<file path="config.mk">
export PLATFORM = sky130hd
export DESIGN_NAME = copy_text_field_decoder
export DESIGN_NICKNAME = d
export VERILOG_FILES = /design/src/hdl/ctfd_pkg.sv /design/src/hdl/ctfd_decode.sv /design/src/hdl/ctfd_rsp_fifo.sv /design/src/hdl/copy_text_field_decoder.sv
export SDC_FILE = /design/constraint.sdc
export NUM_CORES = 1
export LEC_CHECK = 0
export ABC_CLOCK_PERIOD_IN_PS = 7460
export BUFFER_PORTS_ARGS = -buffer_cell sky130_fd_sc_hd__buf_2
export CAP_MARGIN = 30
export CORE_ASPECT_RATIO = 0.5
export CORE_MARGIN = 2
export CORE_UTILIZATION = 45
export DETAILED_ROUTE_END_ITERATION = 16
export SKIP_LAST_GASP = 1
export SLEW_MARGIN = 20
export SYNTH_ARGS = -nofsm -noshare
export SYNTH_HDL_FRONTEND = slang
export SYNTH_HIERARCHICAL = 1
export SYNTH_SLANG_ARGS = --single-unit
</file>
<file path="constraint.sdc">
create_clock -name clock -period 7.46 [get_ports clock]
set_clock_uncertainty 0.1 [all_clocks]
set_input_delay 0 -clock clock [delete_from_list [all_inputs] [get_ports clock]]
set_output_delay 0 -clock clock [all_outputs]
set_load 0.005 [all_outputs]
</file>
<file path="src/hdl/ctfd_pkg.sv">
`timescale 1ns / 1ps
// ----------------------------------------------------------------------------
// ctfd_pkg
// shared types and constants of the copy text field decoder
// ----------------------------------------------------------------------------
package ctfd_pkg;

   // character codes
   localparam logic [7:0] CH_TAB   = 8'h09;
   localparam logic [7:0] CH_NL    = 8'h0A;
   localparam logic [7:0] CH_BSL   = 8'h5C;
   localparam logic [7:0] CH_NULLM = 8'h4E;  // 'N'
   localparam logic [7:0] CH_OCT0  = 8'h30;  // '0'
   localparam logic [7:0] CH_OCT7  = 8'h37;  // '7'
   localparam logic [7:0] CH_LB    = 8'h62;  // 'b'
   localparam logic [7:0] CH_LV    = 8'h76;  // 'v'
   localparam logic [7:0] CH_LF    = 8'h66;  // 'f'
   localparam logic [7:0] CH_LN    = 8'h6E;  // 'n'
   localparam logic [7:0] CH_LT    = 8'h74;  // 't'
   localparam logic [7:0] CH_LR    = 8'h72;  // 'r'

   // decoded control bytes
   localparam logic [7:0] CTL_BS = 8'h08;
   localparam logic [7:0] CTL_VT = 8'h0B;
   localparam logic [7:0] CTL_FF = 8'h0C;
   localparam logic [7:0] CTL_LF = 8'h0A;
   localparam logic [7:0] CTL_HT = 8'h09;
   localparam logic [7:0] CTL_CR = 8'h0D;

   // error codes
   localparam logic [2:0] ERR_NONE       = 3'd0;
   localparam logic [2:0] ERR_ROW_BSL    = 3'd1;
   localparam logic [2:0] ERR_OCT_TRUNC  = 3'd2;
   localparam logic [2:0] ERR_OCT_BAD    = 3'd3;
   localparam logic [2:0] ERR_NULL_DATA  = 3'd4;
   localparam logic [2:0] ERR_DATA_NULL  = 3'd5;
   localparam logic [2:0] ERR_MAX        = 3'd5;

   // result queue
   localparam int FIFO_DEPTH = 4;
   localparam int PTR_W      = $clog2(FIFO_DEPTH);
   localparam int CNT_W      = $clog2(FIFO_DEPTH + 1);

   typedef struct packed {
      logic [7:0] in_byte;
      logic       row_end;
   } req_type;

   typedef struct packed {
      logic [7:0] out_byte;
      logic       byte_valid;
      logic       field_end;
      logic       field_null;
      logic [2:0] error_code;
      logic       last;
   } rsp_type;

   typedef struct packed {
      logic       escape_pending;
      logic [1:0] octal_digits_seen;
      logic [7:0] octal_accum;
      logic       field_has_data;
      logic       field_is_null;
      logic       skip_to_tab;
      logic       error_hold;
   } state_type;

   // decoder step outcome, up to two result words
   typedef struct packed {
      logic [1:0] count;
      rsp_type    rsp0;
      rsp_type    rsp1;
      state_type  nxt;
   } step_type;

endpackage

</file>
<file path="src/hdl/ctfd_decode.sv">
`timescale 1ns / 1ps
// ----------------------------------------------------------------------------
// ctfd_decode
// one-byte step of the field decoder: next state and up to two result words
// ----------------------------------------------------------------------------
module ctfd_decode (
   input  ctfd_pkg::state_type st,
   input  ctfd_pkg::req_type   req,
   output ctfd_pkg::step_type  step
);

   logic       is_oct;
   logic [2:0] digit;

   assign is_oct = (req.in_byte inside {[ctfd_pkg::CH_OCT0 : ctfd_pkg::CH_OCT7]});
   assign digit  = req.in_byte[2:0];

   always_comb begin
      ctfd_pkg::state_type nst;
      ctfd_pkg::rsp_type   prim;
      ctfd_pkg::rsp_type   sec;
      logic [2:0]          fail_code;
      logic                do_emit;
      logic                do_end;
      logic                prim_v;
      logic                sec_v;
      logic [7:0]          dv;

      nst       = st;
      fail_code = ctfd_pkg::ERR_NONE;
      do_emit   = 1'b0;
      do_end    = 1'b0;
      dv        = req.in_byte;
      prim      = '0;
      sec       = '0;
      prim_v    = 1'b0;
      sec_v     = 1'b0;

      if (st.error_hold) begin
         if (req.row_end) begin
            nst = '0;
         end
      end else begin
         if (st.octal_digits_seen != 2'd0) begin
            if (st.octal_digits_seen == 2'd1 && req.row_end) begin
               fail_code = ctfd_pkg::ERR_OCT_TRUNC;
            end else if (!is_oct) begin
               fail_code = ctfd_pkg::ERR_OCT_BAD;
            end else begin
               nst.octal_accum       = {st.octal_accum[4:0], digit};
               nst.octal_digits_seen = st.octal_digits_seen + 2'd1;
               if (st.octal_digits_seen == 2'd2) begin
                  dv                    = {st.octal_accum[4:0], digit};
                  do_emit               = 1'b1;
                  nst.octal_digits_seen = 2'd0;
                  nst.octal_accum       = 8'd0;
               end
            end
         end else if (st.escape_pending) begin
            nst.escape_pending = 1'b0;
            if (req.in_byte == ctfd_pkg::CH_NULLM) begin
               if (st.field_has_data) begin
                  fail_code = ctfd_pkg::ERR_NULL_DATA;
               end else begin
                  nst.field_is_null = 1'b1;
               end
            end else if (is_oct) begin
               if (req.row_end) begin
                  fail_code = ctfd_pkg::ERR_OCT_TRUNC;
               end else begin
                  nst.octal_accum       = {5'd0, digit};
                  nst.octal_digits_seen = 2'd1;
               end
            end else begin
               do_emit = 1'b1;
               case (req.in_byte)
                  ctfd_pkg::CH_LB: dv = ctfd_pkg::CTL_BS;
                  ctfd_pkg::CH_LV: dv = ctfd_pkg::CTL_VT;
                  ctfd_pkg::CH_LF: dv = ctfd_pkg::CTL_FF;
                  ctfd_pkg::CH_LN: dv = ctfd_pkg::CTL_LF;
                  ctfd_pkg::CH_LT: dv = ctfd_pkg::CTL_HT;
                  ctfd_pkg::CH_LR: dv = ctfd_pkg::CTL_CR;
                  default:         dv = req.in_byte;
               endcase
            end
         end else if (st.skip_to_tab) begin
            do_end = (req.in_byte == ctfd_pkg::CH_TAB);
         end else if (req.in_byte == ctfd_pkg::CH_TAB) begin
            do_end = 1'b1;
         end else if (req.in_byte == ctfd_pkg::CH_NL) begin
            nst.skip_to_tab = 1'b1;
         end else if (req.in_byte == ctfd_pkg::CH_BSL) begin
            if (req.row_end) begin
               fail_code = ctfd_pkg::ERR_ROW_BSL;
            end else begin
               nst.escape_pending = 1'b1;
            end
         end else begin
            do_emit = 1'b1;
         end

         // data into a null field is an error
         if (do_emit) begin
            if (st.field_is_null) begin
               fail_code = ctfd_pkg::ERR_DATA_NULL;
            end else begin
               prim.out_byte      = dv;
               prim.byte_valid    = 1'b1;
               prim_v             = 1'b1;
               nst.field_has_data = 1'b1;
            end
         end

         if (do_end) begin
            prim.field_end  = 1'b1;
            prim.field_null = st.field_is_null;
            prim_v          = 1'b1;
            nst             = '0;
         end

         if (fail_code != ctfd_pkg::ERR_NONE) begin
            prim            = '0;
            prim.error_code = fail_code;
            prim_v          = 1'b1;
            nst.error_hold  = 1'b1;
         end

         // row end closes the open field unless the byte failed, then everything clears
         if (req.row_end) begin
            if (fail_code == ctfd_pkg::ERR_NONE) begin
               sec.field_end  = 1'b1;
               sec.field_null = nst.field_is_null;
               sec_v          = 1'b1;
            end
            nst = '0;
         end
      end

      step.nxt = nst;
      if (prim_v) begin
         step.rsp0      = prim;
         step.rsp1      = sec;
         step.rsp0.last = !sec_v;
         step.rsp1.last = sec_v;
         step.count     = sec_v ? 2'd2 : 2'd1;
      end else begin
         step.rsp0      = sec;
         step.rsp0.last = sec_v;
         step.rsp1      = '0;
         step.count     = {1'b0, sec_v};
      end
   end

endmodule

</file>
<file path="src/hdl/ctfd_rsp_fifo.sv">
`timescale 1ns / 1ps
// ----------------------------------------------------------------------------
// ctfd_rsp_fifo
// small result queue, takes up to two words a cycle and hands out one
// ----------------------------------------------------------------------------
module ctfd_rsp_fifo (
   input  logic              clock,
   input  logic              reset,
   input  logic [1:0]        push_count,
   input  ctfd_pkg::rsp_type push_word0,
   input  ctfd_pkg::rsp_type push_word1,
   output logic              room_two,
   output logic              rsp_valid,
   input  logic              rsp_ready,
   output ctfd_pkg::rsp_type rsp_data
);

   ctfd_pkg::rsp_type             mem_ff [ctfd_pkg::FIFO_DEPTH];
   logic [ctfd_pkg::PTR_W-1:0]    wr_ptr_ff, wr_ptr_in;
   logic [ctfd_pkg::PTR_W-1:0]    rd_ptr_ff, rd_ptr_in;
   logic [ctfd_pkg::CNT_W-1:0]    count_ff, count_in;
   logic [ctfd_pkg::PTR_W-1:0]    wr_ptr_nxt;
   logic                          pop;

   assign pop        = rsp_valid && rsp_ready;
   assign wr_ptr_nxt = wr_ptr_ff + ctfd_pkg::PTR_W'(1);
   assign rsp_valid  = (count_ff != '0);
   assign rsp_data   = mem_ff[rd_ptr_ff];
   assign room_two   = (count_ff <= ctfd_pkg::CNT_W'(ctfd_pkg::FIFO_DEPTH - 2));

   always_comb begin
      wr_ptr_in = wr_ptr_ff + ctfd_pkg::PTR_W'(push_count);
      rd_ptr_in = pop ? rd_ptr_ff + ctfd_pkg::PTR_W'(1) : rd_ptr_ff;
      count_in  = count_ff + ctfd_pkg::CNT_W'(push_count) - ctfd_pkg::CNT_W'(pop);
   end

   always_ff @(posedge clock) begin
      if (reset) begin
         wr_ptr_ff <= '0;
         rd_ptr_ff <= '0;
         count_ff  <= '0;
      end else begin
         wr_ptr_ff <= wr_ptr_in;
         rd_ptr_ff <= rd_ptr_in;
         count_ff  <= count_in;
      end
   end

   always_ff @(posedge clock) begin
      if (push_count != 2'd0) begin
         mem_ff[wr_ptr_ff] <= push_word0;
      end
      if (push_count == 2'd2) begin
         mem_ff[wr_ptr_nxt] <= push_word1;
      end
   end

endmodule

</file>
<file path="src/hdl/copy_text_field_decoder.sv">
`timescale 1ns / 1ps
// ----------------------------------------------------------------------------
// copy_text_field_decoder
// text-format table-dump row decoder, one raw byte per word in
// ----------------------------------------------------------------------------
// Takes one raw row byte per cycle and decodes it in a single pass against
// the field state register; each byte gives zero, one or two result words
// (decoded data byte, field end with null flag, or an error code), which go
// into a four-word result queue. A byte is taken whenever the queue has room
// for two words, so the block sustains one byte per cycle as long as the
// consumer drains one word per cycle; a byte that gives two words (field end
// on the row's last byte) adds a word to the output side. A byte's first
// result word is offered the cycle after it is taken if the queue was empty.
// ----------------------------------------------------------------------------
module copy_text_field_decoder (
   input  logic              clock,
   input  logic              reset,
   input  logic              req_valid,
   output logic              req_ready,
   input  ctfd_pkg::req_type req_data,
   output logic              rsp_valid,
   input  logic              rsp_ready,
   output ctfd_pkg::rsp_type rsp_data
);

   // field state: escape, octal progress, null and skip flags, error hold
   ctfd_pkg::state_type state_ff, state_in;
   ctfd_pkg::step_type  step;
   logic                accept;
   logic                room_two;
   logic [1:0]          push_count;

   // take a byte only while the queue can hold both words it may give
   assign req_ready  = room_two;
   assign accept     = req_valid && req_ready;
   assign push_count = accept ? step.count : 2'd0;

   // single-pass decode of the offered byte
   ctfd_decode u_decode (
      .st   (state_ff),
      .req  (req_data),
      .step (step)
   );

   // state advances only on an accepted byte
   assign state_in = accept ? step.nxt : state_ff;

   always_ff @(posedge clock) begin
      if (reset) begin
         state_ff <= '0;
      end else begin
         state_ff <= state_in;
      end
   end

   // result queue parts the two handshakes
   ctfd_rsp_fifo u_rsp_fifo (
      .clock      (clock),
      .reset      (reset),
      .push_count (push_count),
      .push_word0 (step.rsp0),
      .push_word1 (step.rsp1),
      .room_two   (room_two),
      .rsp_valid  (rsp_valid),
      .rsp_ready  (rsp_ready),
      .rsp_data   (rsp_data)
   );

endmodule

</file>
# Word-level counts from Yosys, hierarchy flattened
# Memories as Yosys holds them, arrays and structs flattened. A register that Yosys moved wholly into a read port is not among the register bits.
# Index checks and enable logic that the tools add are counted.
totals:
  ff_bits: 22
  mem_bits_rw: 60
  input_bits: 13
  out_inout_bits: 17
  word_cells: 153
  mem_count: 1
classes:
  addsub: 6
  n_lt_le_gt_ge: 3
  n_eq_ne: 19
  muxes: 96
  reduce_logical: 18
mem_list:
  columns: ["name", "depth", "word_bits", "read_ports", "rd_ports_with_merged_regs", "wr", "line_no", "source"]
  rows:
  - ["u_rsp_fifo.mem_ff", 4, 15, 1, 1, 2, "ctfd_rsp_fifo.sv:18", "ctfd_pkg::rsp_type mem_ff [ctfd_pkg::FIFO_DEPTH];"]
ops:
  columns: ["operator", "n"]
  rows:
  - ["15-bit 2-to-1 mux", 6]
  - ["10-bit 2-to-1 mux", 8]
  - ["8-bit by 7-bit == test with 1-bit output, second input constant", 8]
  - ["8-bit 2-to-1 mux", 7]
  - ["1-bit 2-to-1 mux", 48]
  - ["8-bit one-hot mux with 6 select lines", 1]
  - ["3-bit 2-to-1 mux", 12]
  - ["32-bit 2-to-1 mux", 1]
  - ["2-bit 2-to-1 mux", 11]
  - ["9-bit 2-to-1 mux", 2]
  - ["8-bit by 4-bit == test with 1-bit output, second input constant", 2]
  - ["3-bit nonzero test", 4]
  - ["8-bit by 6-bit greater-or-equal comparator with 1-bit output, second input constant", 1]
  - ["8-bit by 6-bit <= comparator with 1-bit output, second input constant", 1]
  - ["4-bit AND reduction", 2]
  - ["2-bit by 1-bit adder with 2-bit output, second input constant", 3]
  - ["3-bit by 2-bit != test with 1-bit output, second input constant", 2]
  - ["6-bit AND reduction", 1]
  - ["2-bit == test, second input constant", 2]
  - ["1-bit logical AND", 4]
  - ["4-bit by 3-bit != test with 1-bit output, second input constant", 1]
  - ["4-bit != test, second input constant", 1]
  - ["2-bit nonzero test", 2]
  - ["4-bit nonzero test", 1]
  - ["other kinds (11)", 11]

# Logic depth before layout (Yosys ltp)
# Gate-level depths: netlist (run 1).
depth:
  word_depth: 20
  depth_mapped: 17
  mapped_depth_nobuf: 13

# By module
# Netlist (run 1), hierarchy kept.
by_module_without_submodules:
  columns: ["mod", "n_inst", "cells_per_inst", "area_per_inst_um2", "seq_area_each_um2"]
  rows:
  - ["ctfd_rsp_fifo", 1, 196, 3544.6, 1981.9]
  - ["ctfd_decode", 1, 153, 1108.6, 0.0]
  - ["copy_text_field_decoder", 1, 69, 700.7, 300.3]

# Least setup slack after synthesis (run 1)
# No wires, ideal clock.
synth_timing:
  kind: "register -> register"
  start: "register state_ff[13] (netlist bit)"
  end: "memory u_rsp_fifo/mem_ff[0][0] (netlist bit), enable pin"
  setup_time_ns: 0.411
  t_arrival_ns: 3.493
  required_time_ns: 6.949
  path_slack_ns: 3.456
  stages_incl_launch_ff: 13
  path_buffers: 3
  synth_period_minus_slack_ns: 4.004
  path_cell_list: "dfxtp_1 -> buf_6 -> or2_0 -> clkbuf_1 -> a31o_1 -> a221oi_2 -> nand3_2 -> nor3b_2 -> ha_1 -> buf_4 -> and3_1 -> nor2_1 -> o31ai_1"
synth_lines:
  columns: ["item", "line_no", "source"]
  rows:
  - ["from (decl)", "copy_text_field_decoder.sv:27", "ctfd_pkg::state_type state_ff, state_in;"]
  - ["from (signal assigned)", "copy_text_field_decoder.sv:52", "state_ff <= state_in;"]
  - ["to (decl)", "ctfd_rsp_fifo.sv:18", null]

==> impl_metrics.csv, run 1 <==
group,metric,value,unit
status,status,"completed",
floorplan,num_rows,27,
timing,timing.final.crit_period,4.29,ns
power,power.leakage,2.03,nW
worst_setup_path,crit_end,"u_rsp_fifo/mem_ff[1][2]$_DFFE_PP_",
placement,dpl.hpwl,7790,um
timing,setup_ws,3.17,ns
worst_setup_path,reg2reg_from,"state_ff[14]$_SDFFE_PP0P_",
final_layout,final_cell_mix,"edfxtp_1, mux2_2, buf_2",
floorplan,die_height,80.0,um
global_route,grt_pass1_vias,3272,
timing,fin_crit_sh,57.5,%
worst_hold_path,hold_class,"input port to flip-flop",
worst_setup_path,required,7.44,ns
power,peakVddDrop,0.000105,V
final_layout,layout-drive-gt1-share,39.6,%
placement,port_buffers,29,
clock_tree,clk_pin_slew_worst_paths,0.06,ns
clock_tree,htree_levels,3,
clock_tree,clock_latency,0.34,ns
detailed_routing,via_per_inst,5.74,
worst_setup_path,crit_start,"state_ff[14]$_SDFFE_PP0P_",
yosys,synthesis.area,5200,um2
detailed_routing,drtAntennaViolNets,0,
final_layout,final_area,5650,um2
final_layout,syn_to_final_growth,8.66,%
clock_tree,cts_tree,"built",
global_route,grtUsageTotal,19.1,%
timing,hold_viol,0,
worst_setup_path,rr_worst_depth,9,
clock_tree,cts_buffers,9,
worst_setup_path,start_kind,"flip-flop",
floorplan,die_x,156,um
worst_setup_path,ff2ff_setup_slack,3.17,ns
floorplan,start_util,46.8,%
placement,placed_cell_area,5290,um2
floorplan,io_pins,30,
power,powerDensity,257,nW/um2
detailed_routing,first_pass_iters,5,
worst_setup_path,worst_ep_arrival_time,4.28,ns
worst_setup_path,crit_type,"flip-flop to flip-flop",
global_route,overflow,0,
final_layout,nNetsFinal,437,
timing,setup_violations,0,
global_route,grt_antenna_before_repair,0,
job,cap_violations,0,
floorplan,fp.coreArea,11100,um2
yosys,syn_area_per_cell,12.9,um2
detailed_routing,vias,3257,
detailed_routing,wire_per_inst,19.7,um
timing,fin_tns_setup,0,ns
timing,rsz0062_at_grt,"false",
detailed_routing,drtIter0Drc,220,
worst_setup_path,critPathCaptureType,"flip-flop",
yosys,ys_warn_count,6,
timing,worst_pin_slew,0.775,ns
placement,place_congestion,0.893,
final_layout,n_antenna_cell,0,
yosys,netlist_instances,403,
detailed_routing,drc,0,
global_route,grt_pass1_wl,18000,um
clock_tree,cts-root-buf,"clkbuf_16",
final_layout,final_common_cell,"edfxtp_1",
clock_tree,post_cts_buffers,0,
clock_tree,cts.sinks,81,
placement,place_worst_setup_slack,3.21,ns
timing,finalMaxSlewViolations,0,
worst_setup_path,worstReg2RegEnd,"u_rsp_fifo/mem_ff[1][2]$_DFFE_PP_",
timing,timing.fmax,0.233,GHz
global_route,grt_max_degree,28,
clock_tree,cts_buffer_depth,2,
floorplan,die_area,12500,um2
timing,slew_headroom,48.3,%
worst_setup_path,cp_max_fo,15,
detailed_routing,wl,11100,um
## where the power goes
| group | switching, mW | internal [mW] |
|---|---|---|
| Combinational | 0.165 | 0.184 |
| Sequential | 0.0414 | 0.551 |
| Clock | 0.182 | 0.327 |
| Total | 0.388 | 1.06 |
## worst min path at each step
stage | startpoint | end | slack [ns] | cells past startpoint
2_1_floorplan | reset | state_ff[0]$_SDFFE_PP0P_ | -0.03 | 1
3_3_place_gp | rsp_ready | u_rsp_fifo/rd_ptr_ff[1]$_SDFFE_PP0P_ | 0.33 | 3
3_5_place_dp | rsp_ready | u_rsp_fifo/rd_ptr_ff[1]$_SDFFE_PP0P_ | 0.33 | 3
4_1_cts | req_data[0] | state_ff[14]$_SDFFE_PP0P_ | 0.05 | 4
5_1_grt | req_valid | state_ff[1]$_SDFFE_PP0P_ | 0.08 | 3
6_report | req_data[0] | state_ff[3]$_SDFFE_PP0P_ | 0.06 | 4
## routing by layer
layer  vias up  wire (um)  global-route usage [%]
met2        74       5000                    30.3
met3        11        563                    3.85
met5         -          0                       0
li1       1564          -                       -
met1      1608       5470                    26.8
met4         0        111                    4.95
## per-stage QoR
| stage | std cells | hold slack [ns] | utilization, % | total power [mW] |
|---|---|---|---|---|
| 2_1_floorplan | 415 | -0.0309 | - | 0.855 |
| 3_3_place_gp | 548 | 0.328 | 47.4 | 0.932 |
| 3_5_place_dp | 550 | 0.332 | 47.6 | 0.954 |
| 4_1_cts | 567 | 0.0464 | 50.8 | 1.47 |
| 5_1_grt | 567 | 0.0848 | 50.8 | 1.52 |
| 6_report | 567 | 0.0624 | 50.8 | 1.45 |
## critical path, stage by stage, from the launching register on
cell and delay [ns]:
dfxtp_1 0.63, nor3b_2 0.47, nand4_1 0.23, or2_2 0.37, a41oi_1 0.27, ha_1 0.35, and3_1 0.39, nor4b_4 0.65
buf_6 0.23, mux2_2 0.34
## area by class of cell
type	count	area (um2)
clock buffers	9	225
clock inverters	6	115
fillers	964	5460
inverters	14	52.6
multi-input cells	274	2630
flip-flops and latches	81	2220
well taps	145	181
repair buffers	38	229
## state kept, by name, indices dropped and copies added (netlist names), named ones only
| register | flops |
|---|---|
| u_rsp_fifo/count_ff | 3 |
| u_rsp_fifo/rd_ptr_ff | 2 |
| u_rsp_fifo/wr_ptr_ff | 2 |
| state_ff | 12 |
| u_rsp_fifo/mem_ff | 60 |
## what timing repair did
| action | in CTS | in global routing |
|---|---|---|
| resized for setup | 0 | 0 |
| endpoints found under the hold margin | 5 | 0 |
| hold buffers | 2 | 0 |
Note: power is estimated with default switching activity, not from simulation.
==> run 2, diff against run 1 <==
--- a/config.mk
+++ b/config.mk
@@ -5,7 +5,7 @@
 export SDC_FILE = /design/constraint.sdc
 export NUM_CORES = 1
 export LEC_CHECK = 0
-export ABC_CLOCK_PERIOD_IN_PS = 7460
+export ABC_CLOCK_PERIOD_IN_PS = 3900
 export BUFFER_PORTS_ARGS = -buffer_cell sky130_fd_sc_hd__buf_2
 export CAP_MARGIN = 30
 export CORE_ASPECT_RATIO = 0.5
==> constraint.sdc (replaced) <==
create_clock -name clock -period 3.9 [get_ports clock]
set_clock_uncertainty 0.1 [all_clocks]
set_input_delay 0 -clock clock [delete_from_list [all_inputs] [get_ports clock]]
set_output_delay 0 -clock clock [all_outputs]
set_load 0.005 [all_outputs]
==> run 2 against run 1 <==
Sequential share of layout area fell by 0.14 points. Utilization rose by 0.24 points. Hold slack got worse by 0.052 ns. Flip-flop and latch count did not move. Critical endpoint is now u_rsp_fifo/count_ff[2]$_SDFF_PP0_. Largest power group unchanged.
==> impl_metrics.csv, run 2 (synthesis gave the netlist of run 1 again) <==
group,metric,value,unit
status,status,"completed",
timing,slew_headroom,47.3,%
worst_setup_path,worstReg2RegEnd,"u_rsp_fifo/count_ff[2]$_SDFF_PP0_",
global_route,grt_max_degree,28,
worst_setup_path,path_depth,11,
clock_tree,post_cts_buffers,0,
placement,dpl.hpwl,7720,um
floorplan,die_x,156,um
worst_setup_path,critical_path.most_common_cell,"ha_1",
timing,timing.final.crit_period,3.69,ns
worst_setup_path,required,4.07,ns
final_layout,largest_reg_flops,60,
timing,hold_viol,0,
clock_tree,clock_latency,0.34,ns
final_layout,top_regs,"u_rsp_fifo/mem_ff x60, state_ff x12, u_rsp_fifo/count_ff x3",
worst_hold_path,hold_path_end,"state_ff[14]$_SDFFE_PP0P_",
worst_setup_path,critPathCaptureType,"flip-flop",
global_route,grt_pass1_wl,18600,um
worst_setup_path,crit_type,"flip-flop to flip-flop",
worst_setup_path,rr_worst_depth,11,
worst_setup_path,critical_path.max_stage_delay,0.44,ns
floorplan,fp.coreArea,11100,um2
timing,rsz0062_at_grt,"false",
final_layout,nNetsFinal,442,
global_route,grt_antenna_before_repair,0,
global_route,grt_pass1_vias,3361,
timing,worst_pin_slew,0.790,ns
final_layout,fin_util,51.1,%
global_route,met1_usage,27.8,%
placement,dp.cells,556,
timing,timing.fmax,0.271,GHz
clock_tree,cts_buffer_depth,2,
detailed_routing,vias,3301,
global_route,overflow,0,
detailed_routing,drtAntennaViolNets,0,
detailed_routing,via_per_inst,5.76,
final_layout,syn_to_final_growth,9.17,%
power,power.leakage,2.05,nW
placement,place_congestion,0.861,
power,powerDensity,470,nW/um2
worst_setup_path,ff2ff_setup_slack,0.21,ns
detailed_routing,drc,0,
final_layout,n_antenna_cell,0,
global_route,top_usage_layer,"met2",
final_layout,layout-drive-gt1-share,40.9,%
floorplan,io_pins,30,
global_route,grtUsageTotal,19.7,%
final_layout,largest-register,"u_rsp_fifo/mem_ff",
worst_setup_path,cp_max_fo,11,
worst_hold_path,hold_class,"input port to flip-flop",
clock_tree,htree_levels,3,
detailed_routing,wl,11500,um
detailed_routing,drtIter0Drc,317,
final_layout,final_cell_mix,"edfxtp_1, mux2_2, buf_2",
clock_tree,cts.sinks,81,
clock_tree,cts_tree,"built",
timing,fin_tns_setup,0,ns
worst_setup_path,worst_ep_arrival_time,3.86,ns
timing,setup_violations,0,
worst_setup_path,cp_cell_sequence,"or2_0, a31o_1, a221oi_4, nand3_2, nor3b_2, ha_1, and3_1, ha_1, fa_1, xnor3_1, nor2_1",
job,cap_violations,0,
worst_hold_path,hold_path_depth,2,
global_route,met2_usage,31.3,%
worst_setup_path,cp_top_family,"simple AND/OR/NAND/NOR gates",
final_layout,nFillCells,914,
clock_tree,cts-root-buf,"clkbuf_16",
placement,port_buffers,29,
final_layout,final_cell_count_no_fill,573,
floorplan,die_area,12500,um2
final_layout,final_common_cell,"edfxtp_1",
floorplan,num_rows,27,
worst_setup_path,worstPathBufferInverterCount,0,
timing,fin_crit_sh,94.6,%
worst_setup_path,slowest_stage,"fa_1",
floorplan,start_util,46.8,%
global_route,globalRouteMet3Util,4.13,%
worst_setup_path,reg2reg_from,"state_ff[13]$_SDFFE_PP0P_",
worst_setup_path,start_kind,"flip-flop",
detailed_routing,wire_per_inst,20.1,um
worst_hold_path,hold_start,"reset",
power,peakVddDrop,0.000228,V
timing,finalMaxSlewViolations,0,
detailed_routing,first_pass_iters,4,
clock_tree,cts_buffers,9,
clock_tree,clk_pin_slew_worst_paths,0.06,ns
power,finalPower,2.67,mW
floorplan,die_height,80.0,um
run 2: cell count changes in the layout (fill, tap and decap cells not counted), moves of 2 or more:
cell,before,now
dfxtp_2,0,2
clkinv_4,0,2
buf_4,5,11
buf_12,0,2
bufinv_16,3,1
dfxtp_1,21,19
run 2: timing repair:
item                                    4_1_cts  5_1_grt
resized for setup                             0        2
hold endpoints to repair                      2        0
hold buffers                                  1        0
endpoints found under the setup margin        0       20
run 2: final cells by class:
type,count,area (um2),area share (%)
sequential,81,2220,39.2
clock inverter,7,78.8,1.39
timing repair buffer,43,278,4.89
multi-input combinational,274,2640,46.4
inverter,14,52.6,0.926
clock buffer,9,225,3.97
tap,145,181,3.20
run 2: per-layer routing:
metal  share of wire, %  vias to the layer above  wire length, um
met3                6.2                        4              716
met1                 46                     1637             5350
met2                 47                       81             5400
li1                   -                     1579                -
met4               0.42                        0               48
met5                  0                        -                0
run 2: stage by stage:
stage	cell area (um2)	hold WS, ns	setup slack (ns)
3_3_place_gp	5350	0.338	0.323
5_1_grt	5680	0.0264	0.0192
4_1_cts	5660	0.00871	0.204
6_report	5680	0.0108	0.209
3_5_place_dp	5350	0.341	0.240
2_1_floorplan	5250	-0.0309	0.153
run 2: worst max-delay path by stage:
stage,from,end,slack [ns]
5_1_grt,state_ff[13]$_SDFFE_PP0P_,u_rsp_fifo/count_ff[2]$_SDFF_PP0_,0.02
2_1_floorplan,state_ff[13]$_SDFFE_PP0P_,u_rsp_fifo/mem_ff[2][0]$_DFFE_PP_,0.15
3_3_place_gp,state_ff[13]$_SDFFE_PP0P_,u_rsp_fifo/mem_ff[2][0]$_DFFE_PP_,0.32
3_5_place_dp,state_ff[13]$_SDFFE_PP0P_,u_rsp_fifo/count_ff[2]$_SDFF_PP0_,0.24
6_report,state_ff[13]$_SDFFE_PP0P_,u_rsp_fifo/count_ff[2]$_SDFF_PP0_,0.21
4_1_cts,state_ff[13]$_SDFFE_PP0P_,u_rsp_fifo/count_ff[2]$_SDFF_PP0_,0.20
run 2: report_power, final:
group          internal, mW  switching [mW]
Combinational         0.346           0.310
Sequential             1.06          0.0950
Clock                 0.503           0.359
==> run 3, diff against run 2 <==
--- a/config.mk
+++ b/config.mk
@@ -10,7 +10,7 @@
 export CAP_MARGIN = 30
 export CORE_ASPECT_RATIO = 0.5
 export CORE_MARGIN = 2
-export CORE_UTILIZATION = 45
+export CORE_UTILIZATION = 35
 export DETAILED_ROUTE_END_ITERATION = 16
 export SKIP_LAST_GASP = 1
 export SLEW_MARGIN = 20
==> run 3 against run 2 <==
Fmax up 0.55%. Flip-flop and latch count unchanged. Non-clock buffer count up 2. Critical path depth unchanged. Clock power down 5.9%. Count of clock-buffer cells in the layout unchanged. Sequential power about the same. Global-route usage down 5.3 points. Final area up 0.82%. Setup slack better by 0.020 ns. Sequential share of layout area down 0.34 points. Highest routed layer unchanged.
==> impl_metrics.csv, run 3 (synthesis gave the netlist of run 1 again) <==
group,metric,value,unit
floorplan,num_rows,31,
timing,worst_pin_slew,0.821,ns
job,cap_violations,0,
floorplan,die_area,15900,um2
global_route,grt_pass1_vias,3289,
timing,slew_headroom,45.2,%
clock_tree,clk_pin_slew_worst_paths,0.06,ns
detailed_routing,wl,10900,um
final_layout,largest_reg_flops,60,
worst_setup_path,cp_max_fo,11,
clock_tree,cts_buffers,9,
final_layout,nFillCells,1377,
clock_tree,cts-root-buf,"clkbuf_16",
detailed_routing,drtIter0Drc,206,
power,powerDensity,455,nW/um2
worst_setup_path,start_kind,"flip-flop",
floorplan,fp.coreArea,14500,um2
worst_setup_path,critical_path.max_stage_delay,0.44,ns
worst_setup_path,worst_ep_arrival_time,3.84,ns
timing,timing.final.crit_period,3.67,ns
worst_setup_path,slowest_stage,"fa_1",
clock_tree,cts_tree,"built",
power,power.leakage,2.04,nW
timing,fin_tns_setup,0,ns
final_layout,largest-register,"u_rsp_fifo/mem_ff",
timing,fin_crit_sh,94.1,%
global_route,grt_max_degree,28,
final_layout,n_antenna_cell,0,
placement,port_buffers,29,
worst_setup_path,rr_worst_depth,11,
worst_hold_path,hold_start,"reset",
final_layout,final_common_cell,"edfxtp_1",
status,status,"completed",
timing,finalMaxSlewViolations,0,
worst_hold_path,hold_path_depth,2,
global_route,overflow,0,
placement,place_congestion,0.845,
timing,setup_ws,0.229,ns
timing,rsz0062_at_grt,"false",
timing,hold_viol,0,
clock_tree,htree_levels,3,
worst_setup_path,worstReg2RegEnd,"u_rsp_fifo/count_ff[2]$_SDFF_PP0_",
floorplan,start_util,35.8,%
floorplan,die_x,176,um
worst_setup_path,required,4.07,ns
final_layout,final_cell_mix,"edfxtp_1, mux2_2, buf_2",
final_layout,syn_to_final_growth,10.1,%
power,peakVddDrop,0.000206,V
final_layout,top_regs,"u_rsp_fifo/mem_ff x60, state_ff x12, u_rsp_fifo/count_ff x3",
clock_tree,cts_buffer_depth,2,
final_layout,layout-drive-gt1-share,40.9,%
worst_hold_path,hold_path_end,"u_rsp_fifo/count_ff[2]$_SDFF_PP0_",
timing,timing.fmax,0.272,GHz
clock_tree,cts_resized,0,
global_route,grt_antenna_before_repair,0,
worst_setup_path,crit_type,"flip-flop to flip-flop",
worst_hold_path,hold_class,"input port to flip-flop",
floorplan,die_height,90.2,um
worst_setup_path,reg2reg_from,"state_ff[13]$_SDFFE_PP0P_",
detailed_routing,wire_per_inst,17.4,um
detailed_routing,drc,0,
floorplan,io_pins,30,
global_route,grt_pass1_wl,17800,um
final_layout,fin_util,39.5,%
clock_tree,cts.sinks,81,
worst_setup_path,critical_path.most_common_cell,"ha_1",
global_route,grtUsageTotal,14.4,%
detailed_routing,drtAntennaViolNets,0,
placement,place_worst_setup_slack,0.292,ns
worst_setup_path,critPathCaptureType,"flip-flop",
clock_tree,clock_latency,0.33,ns
final_layout,nNetsFinal,444,
worst_setup_path,ff2ff_setup_slack,0.23,ns
timing,setup_violations,0,
worst_setup_path,cp_cell_sequence,"or2_0, a31o_1, a221oi_2, nand3_2, nor3b_2, ha_1, and3_1, ha_1, fa_1, xnor3_1, nor2_1",
detailed_routing,vias,3278,
placement,dpl.hpwl,7360,um
detailed_routing,first_pass_iters,4,
detailed_routing,via_per_inst,5.24,
[run 3: cell type report]
| class | count | area (um2) | share of cell area [%] |
|---|---|---|---|
| well taps | 198 | 248 | 4.33 |
| inverters | 14 | 52.6 | 0.918 |
| clock buffers | 9 | 225 | 3.94 |
| flip-flops and latches | 81 | 2220 | 38.8 |
| repair buffers | 45 | 293 | 5.12 |
| multi-input cells | 274 | 2630 | 45.9 |
| clock inverters | 5 | 56.3 | 0.984 |
[run 3: where the power goes]
group	switching (mW)	internal [mW]	total, mW	leakage (nW)
registers	0.0949	1.06	1.15	0.721
logic	0.301	0.344	0.645	1.19
clock network	0.323	0.488	0.811	0.134
[run 3: what timing repair did]
item,4_1_cts,5_1_grt
hold buffers,1,0
hold endpoints to repair,2,0
setup buffers,0,0
[run 3: how the worst max path moves through the flow]
stage,depth (start not counted),from,to
final,11,state_ff[13]$_SDFFE_PP0P_,u_rsp_fifo/count_ff[2]$_SDFF_PP0_
after detailed placement,11,state_ff[13]$_SDFFE_PP0P_,u_rsp_fifo/count_ff[2]$_SDFF_PP0_
after global routing,11,state_ff[13]$_SDFFE_PP0P_,u_rsp_fifo/count_ff[2]$_SDFF_PP0_
after floorplan,14,state_ff[13]$_SDFFE_PP0P_,u_rsp_fifo/mem_ff[2][0]$_DFFE_PP_
after CTS,11,state_ff[13]$_SDFFE_PP0P_,u_rsp_fifo/count_ff[2]$_SDFF_PP0_
after global placement,11,state_ff[13]$_SDFFE_PP0P_,u_rsp_fifo/count_ff[2]$_SDFF_PP0_
[run 3: per-layer routing]
layer	wire (um)	GRT usage, %	vias up
met1	5240	19.6	1626
li1	-	-	1578
met3	476	3.09	8
met4	106	3.58	0
met5	0	0	-
met2	5090	23.3	66
[run 3: worst max-delay path: cells and delay by family, from the launching register on]
| family | cells | cell delay, ns |
|---|---|---|
| AO/OA/AOI/OAI | 2 | 0.60 |
| XOR/XNOR | 1 | 0.33 |
| adder cells (fa/ha/maj) | 3 | 1.02 |
| flip-flops | 1 | 0.41 |
| AND/OR/NAND/NOR | 5 | 1.12 |
[run 3: per-stage QoR]
step / total power [mW] / cells / hold WS [ns] / area (um2)
6_report: 2.61 / 626 / 0.0153 / 5720
5_1_grt: 2.74 / 626 / 0.0455 / 5720
4_1_cts: 2.64 / 626 / 0.0140 / 5720
3_5_place_dp: 1.82 / 611 / 0.334 / 5430
3_3_place_gp: 1.82 / 611 / 0.349 / 5430
2_1_floorplan: 1.64 / 415 / -0.0309 / 5250
